==> config.mk <==
export PLATFORM = sky130hd
export DESIGN_NAME = md5_digest_engine_unit
export DESIGN_NICKNAME = d
export VERILOG_FILES = /design/src/rtl/core/md5de_pkg.sv /design/src/rtl/core/md5de_ram.sv /design/src/rtl/core/md5_digest_engine_unit.sv
export VERILOG_INCLUDE_DIRS = /design/src /design/src/rtl/core
export SDC_FILE = /design/constraint.sdc
export NUM_CORES = 2
export LEC_CHECK = 0
export BUFFER_PORTS_ARGS = -buffer_cell sky130_fd_sc_hd__buf_2
export CORE_MARGIN = 5
export CORE_UTILIZATION = 40
export CTS_CLUSTER_DIAMETER = 30
export DETAILED_ROUTE_END_ITERATION = 8
export HOLD_SLACK_MARGIN = 0.15
export RECOVER_POWER = 50
export SETUP_SLACK_MARGIN = 0.05
export SLEW_MARGIN = 20
export SYNTH_ARGS = -nofsm -noshare
export SYNTH_HDL_FRONTEND = slang
export SYNTH_HIERARCHICAL = 1
export SYNTH_SLANG_ARGS = --single-unit
==> constraint.sdc <==
create_clock -name clk_i -period 11.4 [get_ports clk_i]
set_input_delay 0.57 -clock clk_i [delete_from_list [all_inputs] [get_ports clk_i]]
set_output_delay 0.57 -clock clk_i [all_outputs]
set_load 0.05 [all_outputs]
==> src/rtl/core/md5_digest_engine_unit_defines.svh <==
// Assertion macros for the MD5 digest engine.
`ifndef MD5_DIGEST_ENGINE_UNIT_DEFINES_SVH
`define MD5_DIGEST_ENGINE_UNIT_DEFINES_SVH
`ifndef SYNTHESIS
`define MD5DE_ASSERT(lbl, prop) \
  lbl: assert property (@(posedge clk_i) disable iff (!rst_ni) prop) \
    else $error("md5de assertion failed");
`define MD5DE_ASSERT_NR(lbl, prop) \
  lbl: assert property (@(posedge clk_i) prop) \
    else $error("md5de assertion failed");
`else
`define MD5DE_ASSERT(lbl, prop)
`define MD5DE_ASSERT_NR(lbl, prop)
`endif
`endif

==> src/rtl/core/md5de_pkg.sv <==
// Package: MD5 round tables and round functions.
package md5de_pkg;

  localparam logic [31:0] InitA = 32'h67452301;
  localparam logic [31:0] InitB = 32'hefcdab89;
  localparam logic [31:0] InitC = 32'h98badcfe;
  localparam logic [31:0] InitD = 32'h10325476;

  function automatic logic [31:0] md5de_k(input logic [5:0] r);
    logic [31:0] k;
    begin
      case (r)
        6'd0: k = 32'hd76aa478;  6'd1: k = 32'he8c7b756;
        6'd2: k = 32'h242070db;  6'd3: k = 32'hc1bdceee;
        6'd4: k = 32'hf57c0faf;  6'd5: k = 32'h4787c62a;
        6'd6: k = 32'ha8304613;  6'd7: k = 32'hfd469501;
        6'd8: k = 32'h698098d8;  6'd9: k = 32'h8b44f7af;
        6'd10: k = 32'hffff5bb1; 6'd11: k = 32'h895cd7be;
        6'd12: k = 32'h6b901122; 6'd13: k = 32'hfd987193;
        6'd14: k = 32'ha679438e; 6'd15: k = 32'h49b40821;
        6'd16: k = 32'hf61e2562; 6'd17: k = 32'hc040b340;
        6'd18: k = 32'h265e5a51; 6'd19: k = 32'he9b6c7aa;
        6'd20: k = 32'hd62f105d; 6'd21: k = 32'h02441453;
        6'd22: k = 32'hd8a1e681; 6'd23: k = 32'he7d3fbc8;
        6'd24: k = 32'h21e1cde6; 6'd25: k = 32'hc33707d6;
        6'd26: k = 32'hf4d50d87; 6'd27: k = 32'h455a14ed;
        6'd28: k = 32'ha9e3e905; 6'd29: k = 32'hfcefa3f8;
        6'd30: k = 32'h676f02d9; 6'd31: k = 32'h8d2a4c8a;
        6'd32: k = 32'hfffa3942; 6'd33: k = 32'h8771f681;
        6'd34: k = 32'h6d9d6122; 6'd35: k = 32'hfde5380c;
        6'd36: k = 32'ha4beea44; 6'd37: k = 32'h4bdecfa9;
        6'd38: k = 32'hf6bb4b60; 6'd39: k = 32'hbebfbc70;
        6'd40: k = 32'h289b7ec6; 6'd41: k = 32'heaa127fa;
        6'd42: k = 32'hd4ef3085; 6'd43: k = 32'h04881d05;
        6'd44: k = 32'hd9d4d039; 6'd45: k = 32'he6db99e5;
        6'd46: k = 32'h1fa27cf8; 6'd47: k = 32'hc4ac5665;
        6'd48: k = 32'hf4292244; 6'd49: k = 32'h432aff97;
        6'd50: k = 32'hab9423a7; 6'd51: k = 32'hfc93a039;
        6'd52: k = 32'h655b59c3; 6'd53: k = 32'h8f0ccc92;
        6'd54: k = 32'hffeff47d; 6'd55: k = 32'h85845dd1;
        6'd56: k = 32'h6fa87e4f; 6'd57: k = 32'hfe2ce6e0;
        6'd58: k = 32'ha3014314; 6'd59: k = 32'h4e0811a1;
        6'd60: k = 32'hf7537e82; 6'd61: k = 32'hbd3af235;
        6'd62: k = 32'h2ad7d2bb; default: k = 32'heb86d391;
      endcase
      return k;
    end
  endfunction

  function automatic logic [4:0] md5de_s(input logic [5:0] r);
    logic [4:0] s;
    begin
      case ({r[5:4], r[1:0]})
        4'd0: s = 5'd7;   4'd1: s = 5'd12;  4'd2: s = 5'd17;  4'd3: s = 5'd22;
        4'd4: s = 5'd5;   4'd5: s = 5'd9;   4'd6: s = 5'd14;  4'd7: s = 5'd20;
        4'd8: s = 5'd4;   4'd9: s = 5'd11;  4'd10: s = 5'd16; 4'd11: s = 5'd23;
        4'd12: s = 5'd6;  4'd13: s = 5'd10; 4'd14: s = 5'd15; default: s = 5'd21;
      endcase
      return s;
    end
  endfunction

  // Message word index used by a round.
  function automatic logic [3:0] md5de_g(input logic [5:0] r);
    logic [3:0] i4;
    logic [3:0] g;
    begin
      i4 = r[3:0];
      case (r[5:4])
        2'd0: g = i4;
        2'd1: g = i4 * 4'd5 + 4'd1;
        2'd2: g = i4 * 4'd3 + 4'd5;
        default: g = i4 * 4'd7;
      endcase
      return g;
    end
  endfunction

  function automatic logic [31:0] md5de_f(input logic [1:0] ph, input logic [31:0] b,
                                          input logic [31:0] c, input logic [31:0] d);
    logic [31:0] f;
    begin
      case (ph)
        2'd0: f = (b & c) | (~b & d);
        2'd1: f = (d & b) | (~d & c);
        2'd2: f = b ^ c ^ d;
        default: f = c ^ (b | ~d);
      endcase
      return f;
    end
  endfunction

  function automatic logic [31:0] md5de_rotl(input logic [31:0] x, input logic [4:0] s);
    logic [63:0] dbl;
    begin
      dbl = {x, x} << s;
      return dbl[63:32];
    end
  endfunction

endpackage

==> src/rtl/core/md5de_ram.sv <==
// Generic single-port-write, registered-read RAM.
module md5de_ram #(
  parameter int Width = 32,
  parameter int Depth = 16
) (
  input  logic                     clk_i,
  input  logic                     we_i,
  input  logic [$clog2(Depth)-1:0] waddr_i,
  input  logic [Width-1:0]         wdata_i,
  input  logic [$clog2(Depth)-1:0] raddr_i,
  output logic [Width-1:0]         rdata_o
);

  logic [Width-1:0] mem [Depth];

  always_ff @(posedge clk_i) begin
    if (we_i) begin
      mem[waddr_i] <= wdata_i;
    end
    rdata_o <= mem[raddr_i];
  end

endmodule

==> src/rtl/core/md5_digest_engine_unit.sv <==
// MD5 digest engine: byte stream in, 16 digest bytes out per message.
// A full block is compressed by the single round unit reading one message word per
// cycle from the block RAM, then added into the chaining values in a finish step.
// End of message: padding runs 1 byte per cycle outside compression, up to 64 bytes
// (72 with a second block), then 16 output words, one per cycle when the sink is ready.
// Reset (rst_ni low, async) restores initial chaining values, zero count, idle state.
`include "md5_digest_engine_unit_defines.svh"
module md5_digest_engine_unit
  import md5de_pkg::*;
(
  input  logic       clk_i,
  input  logic       rst_ni,
  input  logic       s_axis_tvalid,
  output logic       s_axis_tready,
  input  logic [7:0] s_axis_tdata,   // [7:0] byte_value
  input  logic       s_axis_tuser,   // [0] has_byte
  input  logic       s_axis_tlast,   // end_of_message
  output logic       m_axis_tvalid,
  input  logic       m_axis_tready,
  output logic [7:0] m_axis_tdata,   // [7:0] digest_byte
  output logic       m_axis_tlast    // digest_last
);

  localparam logic [2:0] StIdle = 3'd0;
  localparam logic [2:0] StPad  = 3'd1;
  localparam logic [2:0] StComp = 3'd2;
  localparam logic [2:0] StFin  = 3'd3;
  localparam logic [2:0] StOut  = 3'd4;

  // padding sub-phase
  localparam logic [1:0] PsMark = 2'd0;
  localparam logic [1:0] PsZero = 2'd1;
  localparam logic [1:0] PsLen  = 2'd2;
  localparam logic [1:0] PsDone = 2'd3;

  logic [2:0]  state_q, state_d;
  logic [1:0]  psub_q, psub_d;
  logic        pad_q, pad_d;
  logic [5:0]  pos_q;          // offset in current block
  logic [60:0] cnt_q;          // message byte count, wraps mod 2^61
  logic [23:0] wacc_q;         // low bytes of the word being assembled
  logic [5:0]  rnd_q;
  logic [3:0]  ocnt_q;
  logic [31:0] h_q [4];
  logic [31:0] a_q, b_q, c_q, d_q;
  logic        mval_q;
  logic [7:0]  mdat_q;
  logic        mlast_q;

  logic        accept;
  logic        place_en;
  logic [7:0]  place_val;
  logic        blk_full;
  logic [63:0] len_bits;
  logic        ram_we;
  logic [31:0] ram_wdata;
  logic [3:0]  ram_raddr;
  logic [31:0] ram_rdata;
  logic [31:0] rnd_t;
  logic [31:0] rnd_b;
  logic        out_load;

  assign s_axis_tready = (state_q == StIdle);
  assign accept        = s_axis_tvalid && s_axis_tready;
  assign len_bits      = {cnt_q, 3'b000};

  // byte source: stream in idle, padding generator in StPad, none otherwise
  always_comb begin
    place_en  = 1'b0;
    place_val = 8'h00;
    if (state_q == StIdle) begin
      place_en  = accept && s_axis_tuser;
      place_val = s_axis_tdata;
    end else if (state_q == StPad) begin
      place_en = 1'b1;
      case (psub_q)
        PsMark:  place_val = 8'h80;
        PsLen:   place_val = len_bits[{pos_q[2:0], 3'b000} +: 8];
        default: place_val = 8'h00;
      endcase
    end
  end

  assign blk_full  = place_en && (pos_q == 6'd63);
  assign ram_we    = place_en && (pos_q[1:0] == 2'd3);
  assign ram_wdata = {place_val, wacc_q};

  // prefetch: word for the next round; word 0 while a block completes.
  // Writes happen only outside compression, so no same-entry overlap.
  assign ram_raddr = (state_q == StComp) ? md5de_g(rnd_q + 6'd1) : 4'd0;

  md5de_ram #(
    .Width(32),
    .Depth(16)
  ) u_blk_ram (
    .clk_i  (clk_i),
    .we_i   (ram_we),
    .waddr_i(pos_q[5:2]),
    .wdata_i(ram_wdata),
    .raddr_i(ram_raddr),
    .rdata_o(ram_rdata)
  );

  // one MD5 round
  assign rnd_t = md5de_f(rnd_q[5:4], b_q, c_q, d_q) + a_q + md5de_k(rnd_q) + ram_rdata;
  assign rnd_b = b_q + md5de_rotl(rnd_t, md5de_s(rnd_q));

  assign out_load = (state_q == StOut) && (!mval_q || m_axis_tready);

  always_comb begin
    state_d = state_q;
    psub_d  = psub_q;
    pad_d   = pad_q;
    unique case (state_q)
      StIdle: begin
        if (accept) begin
          if (s_axis_tlast) begin
            pad_d  = 1'b1;
            psub_d = PsMark;
          end
          if (blk_full) begin
            state_d = StComp;
          end else if (s_axis_tlast) begin
            state_d = StPad;
          end
        end
      end
      StPad: begin
        case (psub_q) inside
          PsMark, PsZero: psub_d = (pos_q == 6'd55) ? PsLen : PsZero;
          default:        psub_d = (pos_q == 6'd63) ? PsDone : PsLen;
        endcase
        if (blk_full) begin
          state_d = StComp;
        end
      end
      StComp: begin
        if (rnd_q == 6'd63) begin
          state_d = StFin;
        end
      end
      StFin: begin
        if (!pad_q) begin
          state_d = StIdle;
        end else if (psub_q == PsDone) begin
          state_d = StOut;
        end else begin
          state_d = StPad;
        end
      end
      StOut: begin
        if (out_load && (ocnt_q == 4'd15)) begin
          state_d = StIdle;
          pad_d   = 1'b0;
        end
      end
      default: state_d = StIdle;
    endcase
  end

  always_ff @(posedge clk_i or negedge rst_ni) begin
    if (!rst_ni) begin
      state_q <= StIdle;
      psub_q  <= PsMark;
      pad_q   <= 1'b0;
      pos_q   <= '0;
      cnt_q   <= '0;
      rnd_q   <= '0;
      ocnt_q  <= '0;
      h_q[0]  <= InitA;
      h_q[1]  <= InitB;
      h_q[2]  <= InitC;
      h_q[3]  <= InitD;
      mval_q  <= 1'b0;
    end else begin
      state_q <= state_d;
      psub_q  <= psub_d;
      pad_q   <= pad_d;
      if (place_en) begin
        pos_q <= pos_q + 6'd1;
      end
      if (accept && s_axis_tuser) begin
        cnt_q <= cnt_q + 61'd1;
      end
      if (state_q == StComp) begin
        rnd_q <= rnd_q + 6'd1;
      end
      if (state_q == StFin) begin
        h_q[0] <= h_q[0] + a_q;
        h_q[1] <= h_q[1] + b_q;
        h_q[2] <= h_q[2] + c_q;
        h_q[3] <= h_q[3] + d_q;
      end
      if (out_load) begin
        mval_q <= 1'b1;
        ocnt_q <= ocnt_q + 4'd1;
        if (ocnt_q == 4'd15) begin
          // digest captured: back to a fresh message
          h_q[0] <= InitA;
          h_q[1] <= InitB;
          h_q[2] <= InitC;
          h_q[3] <= InitD;
          cnt_q  <= '0;
          pos_q  <= '0;
        end
      end else if (m_axis_tready) begin
        mval_q <= 1'b0;
      end
    end
  end

  // payload registers
  always_ff @(posedge clk_i) begin
    if (place_en) begin
      case (pos_q[1:0])
        2'd0:    wacc_q[7:0]   <= place_val;
        2'd1:    wacc_q[15:8]  <= place_val;
        2'd2:    wacc_q[23:16] <= place_val;
        default: wacc_q        <= wacc_q;
      endcase
    end
    if (blk_full) begin
      a_q <= h_q[0];
      b_q <= h_q[1];
      c_q <= h_q[2];
      d_q <= h_q[3];
    end else if (state_q == StComp) begin
      a_q <= d_q;
      d_q <= c_q;
      c_q <= b_q;
      b_q <= rnd_b;
    end
    if (out_load) begin
      mdat_q  <= h_q[ocnt_q[3:2]][{ocnt_q[1:0], 3'b000} +: 8];
      mlast_q <= (ocnt_q == 4'd15);
    end
  end

  assign m_axis_tvalid = mval_q;
  assign m_axis_tdata  = mdat_q;
  assign m_axis_tlast  = mlast_q;

  `MD5DE_ASSERT(a_no_wr_comp, (state_q == StComp) |-> !ram_we)
  `MD5DE_ASSERT(a_rnd_start, ((state_q != StComp) && (state_d == StComp)) |=> (rnd_q == 6'd0))
  `MD5DE_ASSERT(a_ready_nopad, s_axis_tready |-> !pad_q)

endmodule

=== Word-level counts from Yosys, hierarchy flattened ===
Memories as Yosys holds them, arrays and structs flattened. A register that Yosys moved wholly into a read port is not among the register bits.
Index checks and enable logic that the tools add are counted.

* Add/subtract/negate cells: 14
* $mul: 3
* Magnitude comparators: 1
* Eq/ne operators: 24
* Shift-type cells: 3
* Muxes and demuxes: 51
* Bitwise logic cells: 13
* Reductions and logical operators: 24

{| class="wikitable"
|+ Operators with widths
! cell !! count
|-
| $mux 128 || 3
|-
| $mux 32 || 10
|-
| $add 32x32->32 || 8
|-
| $mux 61 || 3
|-
| $and 32x32->32 || 4
|-
| $or 32x32->32 || 3
|-
| $pmux 32 s3 || 1
|-
| $xor 32x32->32 || 3
|-
| $bmux 32 s2 || 1
|-
| $not 32->32 || 2
|-
| $shiftx 64x7->8 || 1
|-
| $shl 64x5->64 || 1
|-
| $add 61x1->61 const B || 1
|-
| $shiftx 32x6->8 || 1
|-
| $mux 3 || 8
|-
| $eq 6x6->1 const B || 3
|-
| $mux 6 || 3
|-
| $mux 8 || 2
|-
| $pmux 8 s2 || 1
|-
| $pmux 3 s5 || 1
|-
| $add 6x1->6 const B || 2
|-
| $eq 2x2->1 const B || 6
|-
| $pmux 4 s3 || 1
|-
| $mux 1 || 10
|-
| 29 further kinds || 54
|}

* Flip-flop bits (word level): 373
* Bits in writable memories: 512
* Memory bits (read-only): 2128
* Input port bits: 14
* Output and inout port bits: 11
* Word-level logic and storage cells: 157
* Memories kept: 3

{| class="wikitable"
|+ Memories
! name !! depth !! width !! read ports !! clocked after Yosys merged registers in !! write ports !! line !! text
|-
| (name not given) || 64 || 32 || 1 || 0 || 0 || md5de_pkg.sv:12 || <nowiki>case (r)</nowiki>
|-
| u_blk_ram.mem || 16 || 32 || 1 || 1 || 1 || md5de_ram.sv:14 || <nowiki>logic [Width-1:0] mem [Depth];</nowiki>
|-
| (name not given) || 16 || 5 || 1 || 0 || 0 || md5de_pkg.sv:53 || <nowiki>case ({r[5:4], r[1:0]})</nowiki>
|}

=== Logic depth before layout (Yosys ltp) ===
* Word-level depth: 11
* Mapped depth: 41
* Gate-level depth less buffers: 38

=== Modules after synthesis ===
The synthesis kept the hierarchy.

{| class="wikitable"
|+ Modules (own cells, without submodules)
! module !! times used !! cells each !! area each (um^2)
|-
| md5_digest_engine_unit || 1 || 4222 || 34687.0
|-
| md5de_ram || 1 || 838 || 19854.0
|}

=== Worst setup path after synthesis ===
Ideal clock, no wire load.

* Kind: reg-to-reg
* Start point: register rnd_q[0]
* End point: register b_q[31] (data pin)
* Library setup time: 0.152 ns
* Data arrival time: 8.581 ns
* Data required time: 11.248 ns
* Path slack: 2.667 ns
* Stages on the path, launching flop included: 39
* Clock period less this slack: 8.733 ns
* Path through: dfrtp_1 clkbuf_1 clkinv_1 ha_1 clkbuf_1 clkbuf_1 nor2_1 o311ai_0 o21ai_0 nor3_1 fa_1 inv_1 ha_1 fa_1 a211oi_1 o21ai_0 a21oi_1 o2111ai_1 (+3 left out) a211oi_1 a211o_1 o21ai_0 o21ai_0 mux2i_1 ha_1 a211oi_1 o21ai_0 a41oi_1 a211oi_1 o2111ai_1 a31oi_1 a21bo_2 a21oi_1 o21ai_0 a21oi_1 xnor3_1 o21ai_0

* Longest elaborated chain between the ends: 7
* Elaborated cells on any way between the ends: 8

{| class="wikitable"
|+ Ends and longest elaborated chain
! item !! line !! text
|-
| start: declaration || md5_digest_engine_unit.sv:42 || <nowiki>logic [5:0] rnd_q;</nowiki>
|-
| start signal: assignment || md5_digest_engine_unit.sv:186 || <nowiki>rnd_q <= rnd_q + 6'd1;</nowiki>
|-
| $mem_v2 64x32 || n/a ||
|-
| $add 32x32->32 (2 in a row) || md5_digest_engine_unit.sv:105 || <nowiki>assign rnd_t = md5de_f(rnd_q[5:4], b_q, c_q, d_q) + a_q + md5de_k(rnd_q) + ram_rdata;</nowiki>
|-
| $shl 64x5->64 (*) || md5de_pkg.sv:96 || <nowiki>dbl = {x, x} << s;</nowiki>
|-
| $add 32x32->32 (*) || md5_digest_engine_unit.sv:106 || <nowiki>assign rnd_b = b_q + md5de_rotl(rnd_t, md5de_s(rnd_q));</nowiki>
|-
| $mux 32 (*) || md5_digest_engine_unit.sv:227 || <nowiki>end else if (state_q == StComp) begin</nowiki>
|-
| $mux 32 (*) || md5_digest_engine_unit.sv:222 || <nowiki>if (blk_full) begin</nowiki>
|-
| end signal: assignment || md5_digest_engine_unit.sv:224 || <nowiki>b_q <= h_q[1];</nowiki>
|-
| end signal: assignment || md5_digest_engine_unit.sv:231 || <nowiki>b_q <= rnd_b;</nowiki>
|-
| end: declaration || md5_digest_engine_unit.sv:45 || <nowiki>logic [31:0] a_q, b_q, c_q, d_q;</nowiki>
|}

Mark *: on every way between the ends. The rest lies on a longest branch, timed or not. The select of a mux whose other input is x is not followed.
A chain may end at the register's enable or synchronous reset.

=== Worst setup path after layout ===
Same ends and word-level chain as after synthesis.

==> qor.json <==
{
  "run_status": {"value": "finished with violations"},
  "violations": {"value": "max-capacitance violations, max-slew violations"},
  "layout-drive-gt1-share": {"value": 15.2, "unit": "%"},
  "worst_hold_path_type": {"value": "in -> reg"},
  "layout_setup_ws": {"value": 1.38, "unit": "ns"},
  "area.sequential": {"value": 26200, "unit": "um2"},
  "post_cts.repair.setup_buffers": {"value": 0},
  "timing.critical_path.fanout_max": {"value": 23},
  "number_of_slew_limit_violations_in_the_final_report": {"value": 616},
  "cts-hold-fix-buffers": {"value": 5},
  "synthesis.yosys.warnings": {"value": 6},
  "syn_avg_cell_area": {"value": 10.8, "unit": "um2"},
  "cts_repair_resize_count": {"value": 0},
  "first_global_vias": {"value": 40100},
  "total_drc_errors_in_the_routed_layout": {"value": 0},
  "via_per_inst": {"value": 5.83},
  "hold_viol_final": {"value": 0},
  "worst_path_largest_cell_delay": {"value": 0.55, "unit": "ns"},
  "reg2reg_to": {"value": "b_q[31]"},
  "dp.final_hpwl": {"value": 115, "unit": "mm"},
  "final_net_count": {"value": 5436},
  "post-route-cell-area": {"value": 63900, "unit": "um2"},
  "n_antenna_cell": {"value": 0},
  "tns": {"value": 0, "unit": "ns"},
  "wire_length_of_the_first_global_routing_pass": {"value": 257, "unit": "mm"},
  "initial_utilization": {"value": 40.3, "unit": "%"},
  "grt_use_met3": {"value": 4.38, "unit": "%"},
  "floorplan.die_area": {"value": 144000, "unit": "um2"},
  "timing.critical_path.to": {"value": "b_q[31]"},
  "gp_congestion": {"value": 0.951},
  "maxClockFrequency": {"value": 0.0998, "unit": "GHz"},
  "row_count": {"value": 135},
  "global_route.peak_usage_layer": {"value": "met2"},
  "grt_antenna_before_repair": {"value": 2},
  "grt_start_max_net_pins": {"value": 121},
  "chipHeight": {"value": 379, "unit": "um"},
  "worstSkewPairLatency": {"value": 0.84, "unit": "ns"},
  "core_region_area": {"value": 135000, "unit": "um2"},
  "finalCriticalPeriod": {"value": 10.02, "unit": "ns"},
  "cellPowerDensity": {"value": 238, "unit": "nW/um2"},
  "peakVddDrop": {"value": 0.000171, "unit": "V"},
  "tritoncts": {"value": "done"},
  "grt-ovfl-total": {"value": 0},
  "layout-area-overhead-vs-synth": {"value": 17.1, "unit": "%"},
  "mappedNetlistNets": {"value": 5374},
  "cp_data_arrival_time": {"value": 10.60, "unit": "ns"},
  "worst-slew-pin-transition": {"value": 6.22, "unit": "ns"},
  "synth-seq-area-share": {"value": 48.1, "unit": "%"},
  "fill_cells": {"value": 12200},
  "grt_usage": {"value": 23.5, "unit": "%"},
  "routedWlPerCell": {"value": 24.1, "unit": "um"},
  "unrepaired_setup_endpoints_after_global_routing": {"value": "false"},
  "worst-r2r-cell-count": {"value": 36},
  "clock_tree_sinks": {"value": 917},
  "async_s_r_ff_share_synth": {"value": 23.1, "unit": "%"},
  "detailed_route_wl": {"value": 171, "unit": "mm"},
  "synth_cell_types": {"value": 100},
  "slew-limit-headroom": {"value": -315, "unit": "%"},
  "setup_violations": {"value": 0},
  "worst-setup-path-type": {"value": "reg -> reg"},
  "cts_max_level": {"value": 4},
  "vias": {"value": 41300},
  "top_flip_flop_cell_by_instance_count_after_synthesis": {"value": "edfxtp_1"},
  "synth-seq-cells": {"value": 917},
  "fin_skew": {"value": 0.109, "unit": "ns"},
  "worst_setup_hold_path_clk_slew": {"value": 0.05, "unit": "ns"},
  "synthCells": {"value": 5060},
  "dpl-instance-area": {"value": 56900, "unit": "um2"},
  "timing.critical_path.mode_cell": {"value": "o21ai_0"},
  "synth_enable_flop_cells": {"value": 673},
  "port_buffers": {"value": 24},
  "detail_route.first_pass.iterations": {"value": 6},
  "mappedNetlistArea": {"value": 54500, "unit": "um2"},
  "regToRegStartpoint": {"value": "rnd_q[0]"},
  "die-width": {"value": 379, "unit": "um"},
  "cts-buffers-inserted": {"value": 194},
  "route.antenna.remaining_nets": {"value": 0},
  "critPathLaunch": {"value": "rnd_q[0]"},
  "post-layout-total-power": {"value": 15.2, "unit": "mW"},
  "cts_buffer_depth": {"value": 3},
  "static-leakage-power": {"value": 24.3, "unit": "nW"},
  "multi_input_comb_area": {"value": 26700, "unit": "um2"},
  "drv_cap": {"value": 13},
  "required": {"value": 11.99, "unit": "ns"},
  "setup.reg_to_reg.worst_slack": {"value": 1.38, "unit": "ns"},
  "met1_usage": {"value": 31.6, "unit": "%"},
  "dp_slack": {"value": 1.68, "unit": "ns"},
  "gr-usage-met2": {"value": 38.6, "unit": "%"},
  "dr.first_iter.drc_count": {"value": 4374},
  "period_share": {"value": 87.9, "unit": "%"},
  "ios": {"value": 25},
  "startpoint_type": {"value": "register"},
  "cts-root-buf": {"value": "clkbuf_16"},
  "crit_slowest_cell": {"value": "ha_1"},
  "crit_path_capture_type": {"value": "register"}
}
metrics by stage:
stage,hold slack (ns),cells,util (%)
2_1_floorplan,0.274,5060,-
3_3_place_gp,0.494,6702,42.0
3_5_place_dp,0.509,6702,42.0
4_1_cts,0.342,7077,47.2
5_1_grt,0.534,7077,47.2
6_report,0.498,7077,47.2
final cells by class:
cell class	instances	area share (%)
Clock buffer	232	8.15
Inverter	183	1.08
Timing Repair Buffer	126	1.38
Multi-Input combinational cell	3700	41.9
Tap cell	1781	3.49
Clock inverter	138	2.94
Sequential cell	917	41.1
flip-flops by register name (all words and copies together) (netlist names):
register,count
u_blk_ram/mem,512
h_q,128
cnt_q,61
a_q,32
b_q,32
c_q,32
d_q,32
u_blk_ram/rdata_o,32
wacc_q,24
m_axis_tdata,8
pos_q,6
rnd_q,6
ocnt_q,4
state_q,3
psub_q,2
m_axis_tlast,1
m_axis_tvalid,1
pad_q,1
cells in the final DEF (no fill, tap or decap), drive strengths merged, types with 11 or more instances in the layout:
| cell | instances |
|---|---|
| a22oi | 72 |
| or3 | 38 |
| o21a | 31 |
| nand3 | 74 |
| dfrtp | 148 |
| xor2 | 102 |
| o31ai | 19 |
| nand2 | 849 |
| dfxtp | 32 |
| mux2 | 21 |
| dfstp | 64 |
| nor2 | 294 |
| o21bai | 23 |
| mux2i | 83 |
| nand2b | 68 |
| clkinvlp | 23 |
| bufinv | 26 |
| nor4 | 11 |
| and2 | 19 |
| and3 | 36 |
| inv | 200 |
| edfxtp | 673 |
| a31oi | 33 |
| a211oi | 50 |
| ha | 230 |
| a21oi | 487 |
| o22ai | 47 |
| clkinv | 72 |
| nand4 | 28 |
| buf | 99 |
| nor3 | 70 |
| clkbuf | 254 |
| nor2b | 26 |
| xnor2 | 129 |
| o21ai | 289 |
| fa | 70 |
| mux4 | 189 |
| o211ai | 50 |
| a21o | 105 |
worst min path at each step:
stage               startpoint    endpoint  slack (ns)  cells past startpoint
6_report          s_axis_tuser    cnt_q[0]        0.50                      5
2_1_floorplan           rst_ni    cnt_q[0]        0.27                      0
5_1_grt               h_q[127]    h_q[127]        0.53                      1
3_5_place_dp           h_q[64]     h_q[64]        0.51                      2
3_3_place_gp           h_q[96]     h_q[96]        0.49                      2
4_1_cts        s_axis_tdata[4]  wacc_q[12]        0.34                      4
kinds of logic (layout without fill, tap and decap cells):
| group | count (synthesis) | in the layout | share of synthesized area [%] |
|---|---|---|---|
| simple gates | 1557 | 1557 | 12.6 |
| compound gates | 1318 | 1318 | 14.8 |
| flops | 917 | 917 | 48.1 |
| buf+inv | 443 | 679 | 3.22 |
| fa+ha+maj | 300 | 300 | 7.85 |
| mux | 293 | 293 | 9.76 |
| xor+xnor | 232 | 232 | 3.75 |
report_power, final:
part | total, mW | internal, mW | switching, mW
sequential | 4.73 | 4.30 | 0.427
clock | 5.92 | 3.90 | 2.02
combinational | 4.55 | 1.82 | 2.73
synth_stat cells, types with 10 or more instances:
cell type  instances  area (um2)
nor3_1            67         335
or3_1             33         206
a21oi_1          487        2440
dfxtp_1           32         641
a22oi_1           72         541
nor2_1           293        1100
buf_4             11        82.6
o31ai_1           19         143
nand3_1           73         365
edfxtp_1         673       20200
nand2b_1          68         425
and3_1            31         194
o21ai_0          282        1410
dfstp_2           64        1680
inv_1            178         668
nor3b_1           10        75.1
a21o_1           105         788
buf_1             62         233
o21a_1            31         233
nand4_1           27         169
nand3b_1          10        75.1
fa_1              70        1400
xnor2_1          129        1130
or2_2             10        62.6
clkbuf_1         173         649
nor4_1            10        62.6
o22ai_1           47         294
ha_1             230        2880
xor2_1           102         893
nor2b_1           26         163
mux2i_1           83         831
mux4_2           189        4260
a211oi_1          49         368
nand2_1          847        3180
dfrtp_1          148        3700
o21bai_1          23         173
o211ai_1          50         375
a31oi_1           33         206
mux2_2            21         236
and2_1            18         113
per-layer routing:
| metal | wire [um] | part of all wire, % |
|---|---|---|
| met5 | 9 | 0.0053 |
| met4 | 5620 | 3.3 |
| met3 | 11500 | 6.7 |
| met2 | 81100 | 48 |
| met1 | 72500 | 42 |
critical path, delay by kind of cell (launching register included):
family | cells | cell delay, ns
mux | 1 | 0.19
buf+inv | 3 | 0.66
fa+ha+maj | 5 | 1.92
flops | 1 | 0.35
simple gates | 6 | 1.64
xor+xnor | 1 | 0.31
compound gates | 20 | 4.69
(Power assumes the default switching activity.)
